<file path="src/hdl/clcd_pkg.sv">
// shared types and constants for the character lcd write sequencer
package clcd_pkg;

  // request kinds
  localparam logic [1:0] OP_CMD    = 2'd0;
  localparam logic [1:0] OP_CHAR   = 2'd1;
  localparam logic [1:0] OP_CURSOR = 2'd2;
  localparam logic [1:0] OP_NUM    = 2'd3;

  // cursor address offsets per row and the set-address command bit
  localparam logic [7:0] ROW0_OFFSET = 8'h00;
  localparam logic [7:0] ROW1_OFFSET = 8'h40;
  localparam logic [7:0] ROW2_OFFSET = 8'h14;
  localparam logic [7:0] ROW3_OFFSET = 8'h54;
  localparam logic [7:0] SET_ADDR_CMD = 8'h80;

  // divide by ten as multiply by reciprocal, exact for 16-bit inputs
  localparam logic [15:0] RECIP_TEN = 16'd52429;
  localparam int          RECIP_SHIFT = 19;

  // upper nibble of an ascii digit
  localparam logic [3:0] ASCII_DIGIT_HI = 4'h3;

  // hold times in ms
  localparam logic [1:0] WAIT_NONE  = 2'd0;
  localparam logic [1:0] WAIT_SHORT = 2'd1;
  localparam logic [1:0] WAIT_LONG  = 2'd2;

  // steps within one enable pulse
  localparam logic [1:0] PH_SETUP = 2'd0;
  localparam logic [1:0] PH_LOW   = 2'd1;
  localparam logic [1:0] PH_HIGH  = 2'd2;

  typedef enum logic [1:0] {
    ST_IDLE,
    ST_CONV,
    ST_EMIT
  } state_t;

  // controller to datapath
  typedef struct packed {
    logic load;
    logic conv;
    logic emit;
  } cmd_t;

  // datapath to controller
  typedef struct packed {
    logic conv_done;
    logic last;
  } stat_t;

endpackage

</file>
<file path="src/hdl/clcd_ctrl.sv">
// controller state machine for the character lcd write sequencer
module clcd_ctrl (
  input  logic               clk,
  input  logic               rst,
  input  logic               in_valid,
  output logic               in_ready,
  input  logic [1:0]         operation,
  output logic               out_valid,
  input  logic               out_ready,
  output clcd_pkg::cmd_t     cmd,
  input  clcd_pkg::stat_t    stat
);

  clcd_pkg::state_t state, state_next;
  logic out_valid_next;
  logic slot_free;

  always_ff @(posedge clk) begin
    if (rst) begin
      state     <= clcd_pkg::ST_IDLE;
      out_valid <= 1'b0;
    end else begin
      state     <= state_next;
      out_valid <= out_valid_next;
    end
  end

  always_comb begin
    state_next = state;
    cmd        = '0;
    in_ready   = 1'b0;
    slot_free  = !out_valid || out_ready;
    case (state)
      clcd_pkg::ST_IDLE: begin
        in_ready = 1'b1;
        if (in_valid) begin
          cmd.load = 1'b1;
          state_next = (operation == clcd_pkg::OP_NUM) ? clcd_pkg::ST_CONV
                                                       : clcd_pkg::ST_EMIT;
        end
      end
      clcd_pkg::ST_CONV: begin
        // one decimal digit per cycle
        cmd.conv = 1'b1;
        if (stat.conv_done) begin
          state_next = clcd_pkg::ST_EMIT;
        end
      end
      clcd_pkg::ST_EMIT: begin
        cmd.emit = slot_free;
        if (slot_free && stat.last) begin
          state_next = clcd_pkg::ST_IDLE;
        end
      end
      default: begin
        state_next = clcd_pkg::ST_IDLE;
      end
    endcase
    if (cmd.emit) begin
      out_valid_next = 1'b1;
    end else if (out_ready) begin
      out_valid_next = 1'b0;
    end else begin
      out_valid_next = out_valid;
    end
  end

endmodule

</file>
<file path="src/hdl/clcd_dp.sv">
// datapath for the character lcd write sequencer
module clcd_dp (
  input  logic               clk,
  input  logic               rst,
  input  logic               cfg_we,
  input  logic               cfg_wdata,
  input  logic [1:0]         operation,
  input  logic [15:0]        value,
  input  logic [2:0]         row,
  input  logic [5:0]         column,
  input  clcd_pkg::cmd_t     cmd,
  output clcd_pkg::stat_t    stat,
  output logic               reg_select,
  output logic               read_write,
  output logic               enable,
  output logic [7:0]         data_bus,
  output logic [1:0]         wait_ms,
  output logic               last_step
);

  logic        nibble_mode;
  logic        is_num;
  logic        rs;
  logic [7:0]  byte_reg;
  logic [15:0] num;
  logic [3:0]  digits [5];
  logic [2:0]  idx;
  logic [1:0]  phase;
  logic        half;

  logic [7:0]  row_offset;
  logic [7:0]  load_byte;
  logic [31:0] prod;
  logic [12:0] quot;
  logic [15:0] quot_x10;
  logic [3:0]  rem;
  logic [7:0]  cur_byte;
  logic [7:0]  step_data;
  logic        step_en;
  logic [1:0]  step_wait;

  // row offset for cursor moves; unknown rows give position 0
  always_comb begin
    case (row)
      3'd0:    row_offset = clcd_pkg::ROW0_OFFSET;
      3'd1:    row_offset = clcd_pkg::ROW1_OFFSET;
      3'd2:    row_offset = clcd_pkg::ROW2_OFFSET;
      3'd3:    row_offset = clcd_pkg::ROW3_OFFSET;
      default: row_offset = 8'h00;
    endcase
    case (operation)
      clcd_pkg::OP_CMD, clcd_pkg::OP_CHAR: load_byte = value[7:0];
      clcd_pkg::OP_CURSOR: begin
        if (row > 3'd3) begin
          load_byte = clcd_pkg::SET_ADDR_CMD;
        end else begin
          load_byte = (row_offset + {2'b00, column}) | clcd_pkg::SET_ADDR_CMD;
        end
      end
      default: load_byte = 8'h00;
    endcase
  end

  // digit extraction
  assign prod     = num * clcd_pkg::RECIP_TEN;
  assign quot     = prod[31:clcd_pkg::RECIP_SHIFT];
  assign quot_x10 = {quot, 3'b000} + {2'b00, quot, 1'b0};
  assign rem      = 4'(num - quot_x10);
  assign stat.conv_done = (quot == 13'd0);

  // current step
  always_comb begin
    cur_byte = is_num ? {clcd_pkg::ASCII_DIGIT_HI, digits[idx]} : byte_reg;
    if (!nibble_mode) begin
      step_data = cur_byte;
    end else if (half) begin
      step_data = {cur_byte[3:0], 4'b0000};
    end else begin
      step_data = {cur_byte[7:4], 4'b0000};
    end
    step_en = (phase != clcd_pkg::PH_LOW);
    if (phase == clcd_pkg::PH_SETUP) begin
      step_wait = clcd_pkg::WAIT_NONE;
    end else if (nibble_mode && rs) begin
      step_wait = clcd_pkg::WAIT_LONG;
    end else begin
      step_wait = clcd_pkg::WAIT_SHORT;
    end
  end

  assign stat.last = (phase == clcd_pkg::PH_HIGH) && (!nibble_mode || half) &&
                     (!is_num || idx == 3'd0);

  always_ff @(posedge clk) begin
    if (rst) begin
      nibble_mode <= 1'b1;
    end else if (cfg_we) begin
      nibble_mode <= cfg_wdata;
    end
  end

  always_ff @(posedge clk) begin
    if (cmd.load) begin
      is_num   <= (operation == clcd_pkg::OP_NUM);
      rs       <= (operation == clcd_pkg::OP_CHAR) || (operation == clcd_pkg::OP_NUM);
      byte_reg <= load_byte;
      num      <= value;
      idx      <= 3'd0;
      phase    <= clcd_pkg::PH_SETUP;
      half     <= 1'b0;
    end
    if (cmd.conv) begin
      digits[idx] <= rem;
      num         <= {3'b000, quot};
      if (quot != 13'd0) begin
        idx <= idx + 3'd1;
      end
    end
    if (cmd.emit) begin
      reg_select <= rs;
      read_write <= 1'b0;
      enable     <= step_en;
      data_bus   <= step_data;
      wait_ms    <= step_wait;
      last_step  <= stat.last;
      if (phase != clcd_pkg::PH_HIGH) begin
        phase <= phase + 2'd1;
      end else begin
        phase <= clcd_pkg::PH_SETUP;
        if (nibble_mode && !half) begin
          half <= 1'b1;
        end else begin
          half <= 1'b0;
          if (idx != 3'd0) begin
            idx <= idx - 3'd1;
          end
        end
      end
    end
  end

endmodule

</file>
<file path="src/hdl/char_lcd_write_sequencer_top.sv">
// top level of the character lcd write sequencer
//
//  channel | handshake              | carries
//  --------+------------------------+-----------------------------------------------
//  in      | in_valid / in_ready    | operation, value, row, column
//  out     | out_valid / out_ready  | reg_select, read_write, enable, data_bus,
//          |                        | wait_ms, last_step
//  cfg     | cfg_we                 | cfg_wdata (nibble_mode)
//
// a request is accepted while idle, then for numbers one decimal digit is converted per cycle
// (1..5 digits, set by the divide-by-ten unit), then one pin step is emitted per cycle
// while out_ready is held high (3 or 6 steps per byte, up to 30)
// rst is synchronous active high; it empties the output register and sets nibble_mode
// a stalled out_ready freezes the step sequencer with the step held in the output register
// in_ready is high only between requests
module char_lcd_write_sequencer_top (
  input  logic        clk,
  input  logic        rst,
  input  logic        cfg_we,
  input  logic        cfg_wdata,
  input  logic        in_valid,
  output logic        in_ready,
  input  logic [1:0]  operation,
  input  logic [15:0] value,
  input  logic [2:0]  row,
  input  logic [5:0]  column,
  output logic        out_valid,
  input  logic        out_ready,
  output logic        reg_select,
  output logic        read_write,
  output logic        enable,
  output logic [7:0]  data_bus,
  output logic [1:0]  wait_ms,
  output logic        last_step
);

  // command and status between controller and datapath
  clcd_pkg::cmd_t  cmd;
  clcd_pkg::stat_t stat;

  // sequencing: idle, digit conversion, step emission
  clcd_ctrl u_ctrl (
    .clk       (clk),
    .rst       (rst),
    .in_valid  (in_valid),
    .in_ready  (in_ready),
    .operation (operation),
    .out_valid (out_valid),
    .out_ready (out_ready),
    .cmd       (cmd),
    .stat      (stat)
  );

  // request registers, digit store, pulse counters and output register
  clcd_dp u_dp (
    .clk        (clk),
    .rst        (rst),
    .cfg_we     (cfg_we),
    .cfg_wdata  (cfg_wdata),
    .operation  (operation),
    .value      (value),
    .row        (row),
    .column     (column),
    .cmd        (cmd),
    .stat       (stat),
    .reg_select (reg_select),
    .read_write (read_write),
    .enable     (enable),
    .data_bus   (data_bus),
    .wait_ms    (wait_ms),
    .last_step  (last_step)
  );

endmodule

</file>
<file path="config.mk">
export PLATFORM = sky130hd
export DESIGN_NAME = char_lcd_write_sequencer_top
export DESIGN_NICKNAME = d
export VERILOG_FILES = /design/src/hdl/clcd_pkg.sv /design/src/hdl/clcd_ctrl.sv /design/src/hdl/clcd_dp.sv /design/src/hdl/char_lcd_write_sequencer_top.sv
export SDC_FILE = /design/constraint.sdc
export NUM_CORES = 1
export LEC_CHECK = 0
export BUFFER_PORTS_ARGS = -buffer_cell sky130_fd_sc_hd__buf_2
export CAP_MARGIN = 40
export CORE_MARGIN = 5
export CORE_UTILIZATION = 26
export DETAILED_ROUTE_END_ITERATION = 7
export GPL_ROUTABILITY_DRIVEN = 0
export PLACE_DENSITY = 0.49
export SYNTH_ARGS = -nofsm -noshare
export SYNTH_HDL_FRONTEND = slang
export SYNTH_HIERARCHICAL = 1
export SYNTH_SLANG_ARGS = --single-unit
</file>
<file path="constraint.sdc">
create_clock -name clk -period 10.2 [get_ports clk]
set_input_delay 0.51 -clock clk [delete_from_list [all_inputs] [get_ports clk]]
set_output_delay 0.51 -clock clk [all_outputs]
set_load 0.02 [all_outputs]
</file>
* Word level (Yosys, flattened, before mapping)
Memory sizes are Yosys's and may differ from the RTL's. A register that Yosys moved wholly into a read port is not among the register bits. Index checks and enable logic that the tools add are counted.
Operators by class: add/subtract/negate cells 6, $mul 1, $lt $le $gt $ge 1, equal/unequal tests 14, multiplexer cells 37, reduce and logical (&&, ||, !) cells 25
Operators by type and width (count):
- multiplier 16 x 16 -> 32 bit, second input constant | 1
- 2-to-1 mux 13 bit | 2
- 2-to-1 mux 8 bit | 3
- 2-to-1 mux 3 bit | 7
- one-hot mux 7 bit (3 select lines) | 1
- 2-to-1 mux 2 bit | 8
- one-hot mux 8 bit (2 select lines) | 1
- zero test 13 bit | 1
- 2-to-1 mux 1 bit | 13
- nonzero test 13 bit | 1
- == test 2 bit, second input constant | 4
- adder 7 x 6 -> 7 bit | 1
- 2-to-1 mux 7 bit | 1
- == test 3 x 2 -> 1 bit, second input constant | 2
- zero test 2 bit | 3
- inequality test 2 bit, second input constant | 3
- one-hot mux 2 bit (3 select lines) | 1
- nonzero test 2 bit | 3
- logical AND 1 bit | 5
- adder 4 bit | 1
- == test 2 x 1 -> 1 bit, second input constant | 2
- zero test 1 bit | 4
- logical OR 1 bit | 4
- inequality test 2 x 1 -> 1 bit, second input constant | 2
- other kinds (10) | 10
Word-level totals: register bits after elaboration 49, RAM bits 20, output and inout bits 16, memories kept 1
Memory list:
- u_dp.digits | words 5, bits a word 4, read ports 1, clocked after memory_dff 1, wr ports 1, RTL line clcd_dp.sv:26 | logic [3:0] digits [5];

* Logic depth before layout (Yosys ltp)
Gate-level depths: netlist of run 1.
depth in word-level cells 9, mapped depth 23, mapped depth without buffers 23

* Modules after synthesis
Netlist of run 1, hierarchy kept.
By module, submodules not included:
- clcd_dp | times used 1, cells an instance 769, area an instance 7848.8 um2, seq. area each 1901.8 um2
- clcd_ctrl | times used 1, cells an instance 20, area an instance 186.4 um2, seq. area each 60.1 um2

* Least setup slack after synthesis of run 1
OpenSTA, ideal clock, no wires.
kind reg-to-reg, start register u_dp.num[6], end register u_dp.idx[1], arrival time 6360 ps, required time 10125 ps, path slack 3765 ps, stages on the path, launching flop included 22, buffers on the path 0, period minus slack after synthesis 6435 ps, cells stage by stage edfxtp_1 ha_1 inv_1 fa_1 inv_1 fa_1 fa_1 fa_1 inv_1 fa_1 inv_1 ha_1 and4_1 nand4_1 a211oi_1 nor4_1 o31ai_1 xnor2_1 or4b_4 o31a_1 or3_1 a22oi_2
Between the ends: longest elaborated chain between the ends 8
Ends and longest elaborated chain:
- start: declaration | RTL line clcd_dp.sv:25 | logic [15:0] num;
- start signal: assignment | RTL line clcd_dp.sv:107 | num <= value;
- start signal: assignment | RTL line clcd_dp.sv:114 | num <= {3'b000, quot};
- multiplier 16 x 16 -> 32 bit * | RTL line clcd_dp.sv:65 | assign prod = num * clcd_pkg::RECIP_TEN;
- nonzero test 13 bit * | RTL line clcd_dp.sv:115 | if (quot != 13'd0) begin
- 2-to-1 mux 3 bit * | RTL line clcd_dp.sv:115
- 2-to-1 mux 3 bit * | RTL line clcd_dp.sv:112 | if (cmd.conv) begin
- 2-to-1 mux 3 bit | RTL line clcd_dp.sv:134 | if (idx != 3'd0) begin
- 2-to-1 mux 3 bit | RTL line clcd_dp.sv:130 | if (nibble_mode && !half) begin
- 2-to-1 mux 3 bit | RTL line clcd_dp.sv:126 | if (phase != clcd_pkg::PH_HIGH) begin
- 2-to-1 mux 3 bit * | RTL line clcd_dp.sv:119 | if (cmd.emit) begin
- end signal: assignment | RTL line clcd_dp.sv:116 | idx <= idx + 3'd1;
- end signal: assignment | RTL line clcd_dp.sv:135 | idx <= idx - 3'd1;
- end: declaration | RTL line clcd_dp.sv:27 | logic [2:0] idx;
Every way passes the cells marked *; elsewhere a longest branch is shown, timed or not. A chain may end at the register's enable or synchronous reset.

* Worst setup path after layout of run 1
Ends and elaborated chain as after synthesis.

==> results of run 1 <==
==> critical path, stage by stage, from the launching register on <==
cell and delay (ns):
edfxtp_1 0.48, ha_1 0.41, inv_1 0.08, fa_1 0.54
inv_1 0.06, fa_1 0.53, fa_1 0.53, fa_1 0.55
inv_1 0.05, fa_1 0.53, inv_1 0.04, ha_1 0.35
and4_1 0.25, nand4_1 0.10, a211oi_1 0.65, nor4_1 0.17
o31ai_1 0.39, xnor2_1 0.18, or4b_4 0.51, o31a_1 0.31
or3_1 0.33, a22oi_2 0.11
==> worst paths after layout <==
check / depth (start not counted) / end / start
worst min register to register: 0 / u_dp/reg_select$_DFFE_PP_ / u_dp/rs$_DFFE_PP_
worst max register to register: 21 / u_dp/idx[1]$_DFF_P_ / u_dp/num[6]$_DFFE_PP_
worst min-delay path: 2 / u_dp/nibble_mode$_SDFFE_PP1P_ / cfg_wdata
worst max-delay path: 21 / u_dp/idx[1]$_DFF_P_ / u_dp/num[6]$_DFFE_PP_
==> layout make-up <==
class,count,share of cell area (%)
multi-input cells,518,58.8
flip-flops and latches,69,21.7
inverters,187,7.77
well taps,396,5.49
repair buffers,48,2.66
clock buffers,9,2.49
clock inverters,7,1.09
==> through the flow <==
stage | hold slack (ns) | instances | instance area [um^2] | setup slack [ns]
global route | 0.373 | 1234 | 9030 | 2.53
floorplan | 0.451 | 789 | 8040 | 3.77
global placement | 0.482 | 1217 | 8700 | 3.04
detailed placement | 0.486 | 1218 | 8710 | 2.95
CTS | 0.380 | 1234 | 9030 | 2.88
finish | 0.395 | 1234 | 9030 | 2.95
==> cells by family after synthesis <==
group                      after synthesis
DFF                                     69
xor gates and xnor gates                26
and+or+nand+nor                        139
buffers and inverters                  202
muxes                                   15
adders and majority gates              223
AOI/OAI and AO/OA                      114
other                                    1
==> cells in the final DEF (no fill, tap or decap), types with 11 or more instances in the layout <==
cell	synthesis	routed
inv_1	187	187
ha_1	144	144
fa_1	79	79
edfxtp_1	58	58
buf_2	1	48
nand2_1	42	42
o21ai_0	34	34
nor2_1	25	25
a21oi_1	23	23
xnor2_1	17	17
nand3_1	14	14
dfxtp_1	11	11
==> routing by layer <==
metal | track usage, % | share of wire (%)
met5 | 0 | 0
met4 | 1.87 | 0.75
met3 | 1.25 | 2.5
met2 | 20.2 | 51
met1 | 15.9 | 46
==> run summary, run 1 <==
Area of the multi-input gates: 5310 um^2
Post-cts resize count: 0
GRT Util Overall: 11.6%
CTS H-tree lvls: 3
Post-Synth XOR/XNOR Area: 2.83%
# clock sinks: 69
Post-DP HPWL: 16.8 mm
Avg Inst Size Synth: 10.2 um^2
Nets: 1089
CTS tree: done
Compound-Gate Fraction of Synth Area: 9.48%
Initial antenna violation count: 0
Post-synth ARST share: 0%
Share of the synthesized area in the top cell type: 22.4%
Antenna diodes: 0
Critical path type: reg2reg
Die H: 186 um
Drc violations: 0
Slew headroom: 46.4%
Final core occ: 29.5%
Final hold violations: 0
Clk_lat worst skew: 0.33 ns
Pre-Repair DR Iteration Count: 5
Global-route wire length before repair: 31.1 mm
CP arrival: 7.50 ns
Netlist cell types: 67
Most flops, register: u_dp/digits
FMAX: 0.138 GHz
Fin crit period: 7.25 ns
Register area share after synthesis: 24.4%
Top_reg_cell synth: edfxtp_1
Synth top area cells: ha_1 (22%), edfxtp_1 (22%), fa_1 (20%), inv_1 (8.7%), dfxtp_1 (2.7%)
Largest net degree at the start of global routing: 30
FF+latch area: 1960 um^2
Setup TNS: 0 ns
Synthesized flop and latch total: 69
Core Area: 30600 um^2
CP Capture Type: flop
Hold buffers post-CTS: 0
DRT Wirelength: 19.2 mm
Library cell with the highest instance count after synthesis: inv_1
Status: finished clean
Setup Viol. Count Final: 0
Post-route ant nets: 0
Max-cap violations: 0
Critical Path Fanout Max: 6
Root Driver: clkbuf_16
Vias per cell: 4.41
Setup crit start kind: flop
Synth Instances: 789
Most frequent cells after synthesis: inv_1 (187), ha_1 (144), fa_1 (79)
Post-synthesis net count: 1045
P&R area growth vs syn: 12.4%
Fillcell total: 3222
Die area: 34500 um^2
Clock buffer depth: 2
Critical Path RT: 10.45 ns
Clk_skew: 0.00790 ns
Initial core utilization: 26.3%
Hold Path Class: in2reg
Layout cells sized above 1: 10.5%
Clk slew on worst S/H paths: 0.06 ns
Biggest regs: u_dp/digits x20, u_dp/num x16
Main combinational cell family by area after synthesis: adder cells
Number of global-route vias before repair: 5704
Final Max Slew Viols: 0
Netlist Area Pre-Place: 8040 um^2
Number of flops mapped to enable cells by yosys: 58
Simple-gate portion of the synthesized area: 9.02%
Cts bufs inserted: 9
Number of buffers added on ports: 47
Synthesis Warnings: 6
Die X: 186 um
R2R setup slack: 2.95 ns
Worst-Margin Slew: 0.804 ns
Max reg flops: 20
Synth Area in Adders: 42.1%
DR WL/cell: 15.6 um
Top Ports: 49
Post-CTS Setup Bufs: 0
Final worst path period share: 71.0%
Iteration-0 DRC count of the detailed router: 234
Post-synthesis mux area share: 2.55%
Site Rows: 64
Area leader, netlist: ha_1
Grt ovf: 0
Vias after detailed routing: 5446
Unrepaired setup endpoints after global routing: no
Power of run 1 is not shown: default switching activity piles up to over one toggle a cycle in this logic, so the estimate is an artifact.
==> inputs of run 2 (changes only) <==
==> constraint.sdc (replaced) <==
create_clock -name clk -period 7.5 [get_ports clk]
set_input_delay 0.375 -clock clk [delete_from_list [all_inputs] [get_ports clk]]
set_output_delay 0.375 -clock clk [all_outputs]
set_load 0.02 [all_outputs]
==> run 2 against run 1 <==
Fmax rose by 4.3%. Global-route usage grew 0.14 points. Non-clock buffer count rose by 2. First-iteration DRC count is 4.7% lower. Hold slack got worse by 0.15 ns. Die area unchanged. Worst setup slack lost 2.4 ns. Critical path depth did not move. Largest cell class unchanged. Clock-buffer cell count stayed put. Wire length increased by 2.0%. Clock skew increased by 0.0025 ns. Sequential share of layout area is essentially flat.
==> run summary, run 2 (same netlist as run 1, synthesis figures left out) <==
Hold Path Class: in2reg
CTS tree: done
Setup Viol. Count Final: 0 (unchanged)
CP Capture Type: flop
Post-CTS Setup Bufs: 0 (unchanged)
# clock sinks: 69 (unchanged)
Grt ovf: 0 (unchanged)
Die X: 186 um (unchanged)
FMAX: 0.144 GHz (+4.3%)
Site Rows: 64 (unchanged)
DRT Wirelength: 19.6 mm (+2.0%)
Final hold violations: 0 (unchanged)
Final worst path period share: 92.6% (+22 points)
Post-place setup slack: 0.363 ns (-2.59 ns)
Core Area: 30600 um^2 (unchanged)
P&R area growth vs syn: 12.4% (about the same)
Root Driver: clkbuf_16
Post-DP HPWL: 17.1 mm (+1.5%)
Unrepaired setup endpoints after global routing: no
Slew headroom: 48.4% (+2.0 points)
Max reg flops: 20 (unchanged)
Setup crit start kind: flop
Inst Count DP: 1220 (+0.16%)
Critical Path RT: 7.76 ns (-2.69 ns)
CP arrival: 7.20 ns (-0.30 ns)
Number of buffers added on ports: 47 (unchanged)
Post-route ant nets: 0 (unchanged)
Clock buffer depth: 2 (unchanged)
Antenna diodes: 0 (unchanged)
Most flops, register: u_dp/digits
Die H: 186 um (unchanged)
CTS H-tree lvls: 3 (unchanged)
Die area: 34500 um^2 (unchanged)
Top Ports: 49 (unchanged)
Clk_lat worst skew: 0.33 ns (about the same)
Max-cap violations: 0 (unchanged)
Layout cells sized above 1: 10.8% (+0.33 points)
Nets: 1091 (+0.18%)
Vias after detailed routing: 5476 (+0.55%)
Clk_skew: 0.0104 ns (+0.00248 ns)
Global-route wire length before repair: 31.5 mm (+1.2%)
Initial core utilization: 26.3% (unchanged)
Pre-Repair DR Iteration Count: 4 (-1)
Largest net degree at the start of global routing: 30 (unchanged)
Commonest non-fill, non-tap cell in the layout: inv_1
GRT Util Overall: 11.7% (+0.14 points)
Status: finished clean
Final non-filler cell total: 1236 (+0.16%)
Setup TNS: 0 ns (unchanged)
Iteration-0 DRC count of the detailed router: 223 (-4.7%)
Fin crit period: 6.95 ns (-0.299 ns)
DR WL/cell: 15.8 um (+1.8%)
Critical Path Fanout Max: 6 (unchanged)
Initial antenna violation count: 0 (unchanged)
Critical path type: reg2reg
Final core occ: 29.5% (about the same)
Number of global-route vias before repair: 5794 (+1.6%)
Drc violations: 0 (unchanged)
Biggest regs: u_dp/digits x20, u_dp/num x16
Final setup margin: 0.554 ns (-2.40 ns)
Commonest non-fill, non-tap cells in the layout: inv_1 (187), ha_1 (144), fa_1 (79), edfxtp_1 (58), buf_2 (48)
Crit path top cell by count: fa_1
Vias per cell: 4.43 (+0.39%)
Cts bufs inserted: 9 (unchanged)
Final Max Slew Viols: 0 (unchanged)
Clk slew on worst S/H paths: 0.07 ns (about the same)
Worst path slowest cell: fa_1
Delay of the slowest critical-path stage: 0.54 ns (-0.11 ns)
Critical Path, Cell by Cell: ha_1, inv_1, fa_1, inv_1, fa_1, fa_1, fa_1, inv_1, fa_1, inv_1, ha_1, and4_1, nand4_1, a211oi_2, nor4_1, o31ai_1, xnor2_1, or4b_4, o31a_1, or3_1, a22oi_2
Worst-Margin Slew: 0.775 ns (-0.0294 ns)
[run 2: changes by cell type in the layout (fill, tap and decap cells not counted), sizes merged]
cell	change
bufinv	-1
clkinv	-2
buf	+2
inv	+2
clkinvlp	+1
[run 2: final timing paths]
kind	start	slack [ns]	depth (start not counted)	to
max	u_dp/num[7]$_DFFE_PP_	0.55	21	u_dp/idx[1]$_DFF_P_
min	cfg_wdata	0.24	2	u_dp/nibble_mode$_SDFFE_PP1P_
max reg2reg	u_dp/num[7]$_DFFE_PP_	0.55	21	u_dp/idx[1]$_DFF_P_
min reg2reg	u_dp/rs$_DFFE_PP_	0.50	0	u_dp/reg_select$_DFFE_PP_
[run 2: final cells by class]
type,instances,area [um^2]
fillers,3275,21600
multi-input cells,518,5310
flip-flops and latches,69,1960
inverters,187,702
well taps,396,495
repair buffers,50,255
clock buffers,9,225
clock inverters,7,80.1
[run 2: worst max-delay path: cells and delay by family (launching register included)]
| kind | cells | cell delay [ns] |
|---|---|---|
| simple gates | 5 | 1.36 |
| xor+xnor | 1 | 0.18 |
| flops | 1 | 0.47 |
| buf+inv | 4 | 0.23 |
| fa+ha+maj | 7 | 3.44 |
| compound gates | 4 | 1.19 |
[run 2: repair_timing]
item | CTS | global route
setup endpoints to repair | 0 | 2
hold buffers | 0 | 0
resized for setup | 0 | 1
[run 2: per-layer routing]
metal / vias up / track usage, % / part of all wire, %
li1: 2727 / - / -
met1: 2668 / 16.2 / 47
met2: 68 / 20.4 / 50
met3: 13 / 1.11 / 2.1
met4: 0 / 1.84 / 0.94
met5: - / 0 / 0
[run 2: through the flow]
stage	instance area (um^2)	hold slack, ns
6_report	9030	0.244
5_1_grt	9030	0.234
4_1_cts	9030	0.236
3_5_place_dp	8720	0.483
3_3_place_gp	8720	0.507
2_1_floorplan	8040	0.444
Power of run 2 is left out for the same reason.
==> inputs of run 3 (changes only) <==
--- a/config.mk
+++ b/config.mk
@@ -14,5 +14,4 @@
 export PLACE_DENSITY = 0.49
 export SYNTH_ARGS = -nofsm -noshare
 export SYNTH_HDL_FRONTEND = slang
-export SYNTH_HIERARCHICAL = 1
 export SYNTH_SLANG_ARGS = --single-unit
==> run 3 against run 2 <==
Synthesized cell count up 2.8%. Synthesized area up 0.81%. Largest cell class unchanged. Highest routed layer unchanged. Critical path depth up 1. Critical path type unchanged.
==> run summary, run 3 <==
Unrepaired setup endpoints after global routing: no
Biggest regs: u_dp.digits x20, u_dp.num x16
Top_reg_cell synth: edfxtp_1
Layout cells sized above 1: 10.3% (-0.54 points)
Vias per cell: 4.47 (+0.86%)
Grt ovf: 0 (unchanged)
GRT Util Overall: 12.0% (+0.26 points)
Post-DP HPWL: 18.0 mm (+5.6%)
Final Max Slew Viols: 0 (unchanged)
Cts bufs inserted: 9 (unchanged)
Pre-Repair DR Iteration Count: 5 (+1)
Worst-Margin Slew: 0.923 ns (+0.149 ns)
Largest net degree at the start of global routing: 21 (-30%)
Global-route wire length before repair: 33.6 mm (+6.6%)
WHS Path Cells: 2 (unchanged)
Hold Path End: u_dp.nibble_mode$_SDFFE_PP1P_
Number of buffers added on ports: 47 (unchanged)
Vias after detailed routing: 5635 (+2.9%)
Critical path type: reg2reg
Most flops, register: u_dp.digits
Cell family with most CP delay: adder cells
Critical Path Fanout Max: 6 (unchanged)
Commonest non-fill, non-tap cell in the layout: inv_1
CTS H-tree lvls: 3 (unchanged)
RR Endpoint: u_ctrl.state[0]$_SDFFE_PP0P_
Slew headroom: 38.0% (-10 points)
CP arrival: 6.97 ns (-0.23 ns)
Die H: 187 um (+0.38%)
Share of the synthesized area in the top cell type: 22.2% (-0.18 points)
Delay of the slowest critical-path stage: 0.55 ns (about the same)
Final hold violations: 0 (unchanged)
Initial core utilization: 26.4% (+0.14 points)
Number of global-route vias before repair: 6048 (+4.4%)
DR WL/cell: 16.2 um (+2.1%)
FMAX: 0.148 GHz (+3.0%)
Setup Viol. Count Final: 0 (unchanged)
Avg Inst Size Synth: 9.99 um^2 (-1.9%)
Clk_lat worst skew: 0.33 ns (about the same)
Iteration-0 DRC count of the detailed router: 285 (+28%)
Netlist cell types: 66 (-1.5%)
Post-route ant nets: 0 (unchanged)
Initial antenna violation count: 0 (unchanged)
CP Depth: 22 (+4.8%)
Area leader, netlist: ha_1
Clock buffer depth: 2 (unchanged)
Reg2reg start: u_dp.num[7]$_DFFE_PP_
Critical Path, Cell by Cell: ha_1, inv_1, fa_1, inv_1, fa_1, fa_1, fa_1, inv_1, fa_1, inv_1, ha_1, nand2_1, o21ai_0, nor2_1, a21oi_1, xnor2_1, inv_1, nor3_1, nand4b_1, nor4b_4, nor2_1, o21a_1
CP Capture Type: flop
Post-CTS Setup Bufs: 0 (unchanged)
Hold buffers post-CTS: 0 (unchanged)
Post-cts resize count: 0 (unchanged)
Post-synthesis net count: 1067 (+2.1%)
Worst path slowest cell: fa_1
Nets: 1116 (+2.3%)
Max reg flops: 20 (unchanged)
Register area share after synthesis: 24.2% (-0.20 points)
Fin crit period: 6.74 ns (-0.203 ns)
Library cell with the highest instance count after synthesis: inv_1
Number of flops mapped to enable cells by yosys: 58 (unchanged)
Synthesis Warnings: 0 (-6)
Hold Path Class: in2reg
Bufs and invs on worst path: 5 (+1)
Setup crit start kind: flop
Status: finished clean
# clock sinks: 69 (unchanged)
Top Ports: 49 (unchanged)
Die X: 187 um (+0.38%)
Drc violations: 0 (unchanged)
Synth Instances: 811 (+2.8%)
Netlist Area Pre-Place: 8100 um^2 (+0.81%)
Clk_skew: 0.00827 ns (-0.00210 ns)
DRT Wirelength: 20.4 mm (+4.1%)
Commonest non-fill, non-tap cells in the layout: inv_1 (187), ha_1 (144), fa_1 (79), nand2_1 (60), edfxtp_1 (58)
Fillcell total: 3253 (-0.67%)
Die area: 34800 um^2 (+0.77%)
Final worst path period share: 89.9% (-2.7 points)
Synthesized flop and latch total: 69 (unchanged)
Antenna diodes: 0 (unchanged)
Critical Path RT: 7.72 ns (-0.04 ns)
Max-cap violations: 0 (unchanged)
Setup TNS: 0 ns (unchanged)
Most frequent cells after synthesis: inv_1 (187), ha_1 (144), fa_1 (79)
Site Rows: 64 (unchanged)
CTS tree: done
Worst Reg-to-Reg Cells: 22 (+4.8%)
HP Start: cfg_wdata
Clk slew on worst S/H paths: 0.06 ns (about the same)
Synth top area cells: ha_1 (22%), edfxtp_1 (22%), fa_1 (20%), inv_1 (8.7%), nand2_1 (2.8%)
P&R area growth vs syn: 12.7%
R2R setup slack: 0.76 ns (+0.20 ns)
Post-synth ARST share: 0% (unchanged)
Core Area: 30700 um^2 (+0.26%)
Root Driver: clkbuf_16
-- run 3: through the flow --
stage | utilization (%) | hold slack [ns] | instances | cell area (um^2) | setup WS (ns)
2_1_floorplan | - | 0.444 | 811 | 8100 | 1.41
3_3_place_gp | 28.6 | 0.463 | 1241 | 8780 | 0.838
3_5_place_dp | 28.8 | 0.486 | 1245 | 8820 | 0.834
4_1_cts | 29.8 | 0.241 | 1261 | 9130 | 0.787
5_1_grt | 29.8 | 0.251 | 1261 | 9130 | 0.379
6_report | 29.8 | 0.252 | 1261 | 9130 | 0.757
-- run 3: cells by family (layout without fill, tap and decap cells) --
group	after synthesis	after routing	synth area share, %
AND/OR/NAND/NOR	153	153	9.76
multiplexers	7	7	1.48
adder cells (fa/ha/maj)	223	223	41.8
flip-flops	69	69	24.2
AO/OA/AOI/OAI	131	131	10.5
other	1	1	0.0463
buffers and inverters	201	255	9.38
XOR/XNOR	26	26	2.81
-- run 3: layer usage --
layer | wire length, um | share of wire [%] | global-route usage (%) | vias up
met5 | 0 | 0 | 0 | -
met4 | 259 | 1.3 | 2.72 | 0
met3 | 498 | 2.4 | 1.68 | 14
met2 | 10000 | 49 | 20.5 | 76
met1 | 9610 | 47 | 16.2 | 2727
li1 | - | - | - | 2818
-- run 3: worst max-delay path by stage --
stage,from,endpoint,slack (ns)
after floorplan,u_dp.num[6]$_DFFE_PP_,u_dp.idx[2]$_DFF_P_,1.41
after global placement,u_dp.num[7]$_DFFE_PP_,u_ctrl.state[0]$_SDFFE_PP0P_,0.84
after detailed placement,u_dp.num[10]$_DFFE_PP_,u_ctrl.state[0]$_SDFFE_PP0P_,0.83
after CTS,u_dp.num[7]$_DFFE_PP_,u_ctrl.state[0]$_SDFFE_PP0P_,0.79
after global routing,u_dp.num[7]$_DFFE_PP_,u_ctrl.state[0]$_SDFFE_PP0P_,0.38
final,u_dp.num[7]$_DFFE_PP_,u_ctrl.state[0]$_SDFFE_PP0P_,0.76
-- run 3: layout make-up --
cell class | instances | area, um^2 | share of cell area (%)
clock buffers | 10 | 239 | 2.62
flip-flops and latches | 69 | 1960 | 21.5
clock inverters | 6 | 71.3 | 0.781
repair buffers | 52 | 280 | 3.07
inverters | 187 | 702 | 7.69
well taps | 396 | 495 | 5.43
multi-input cells | 541 | 5380 | 58.9
Power of run 3 is left out for the same reason.
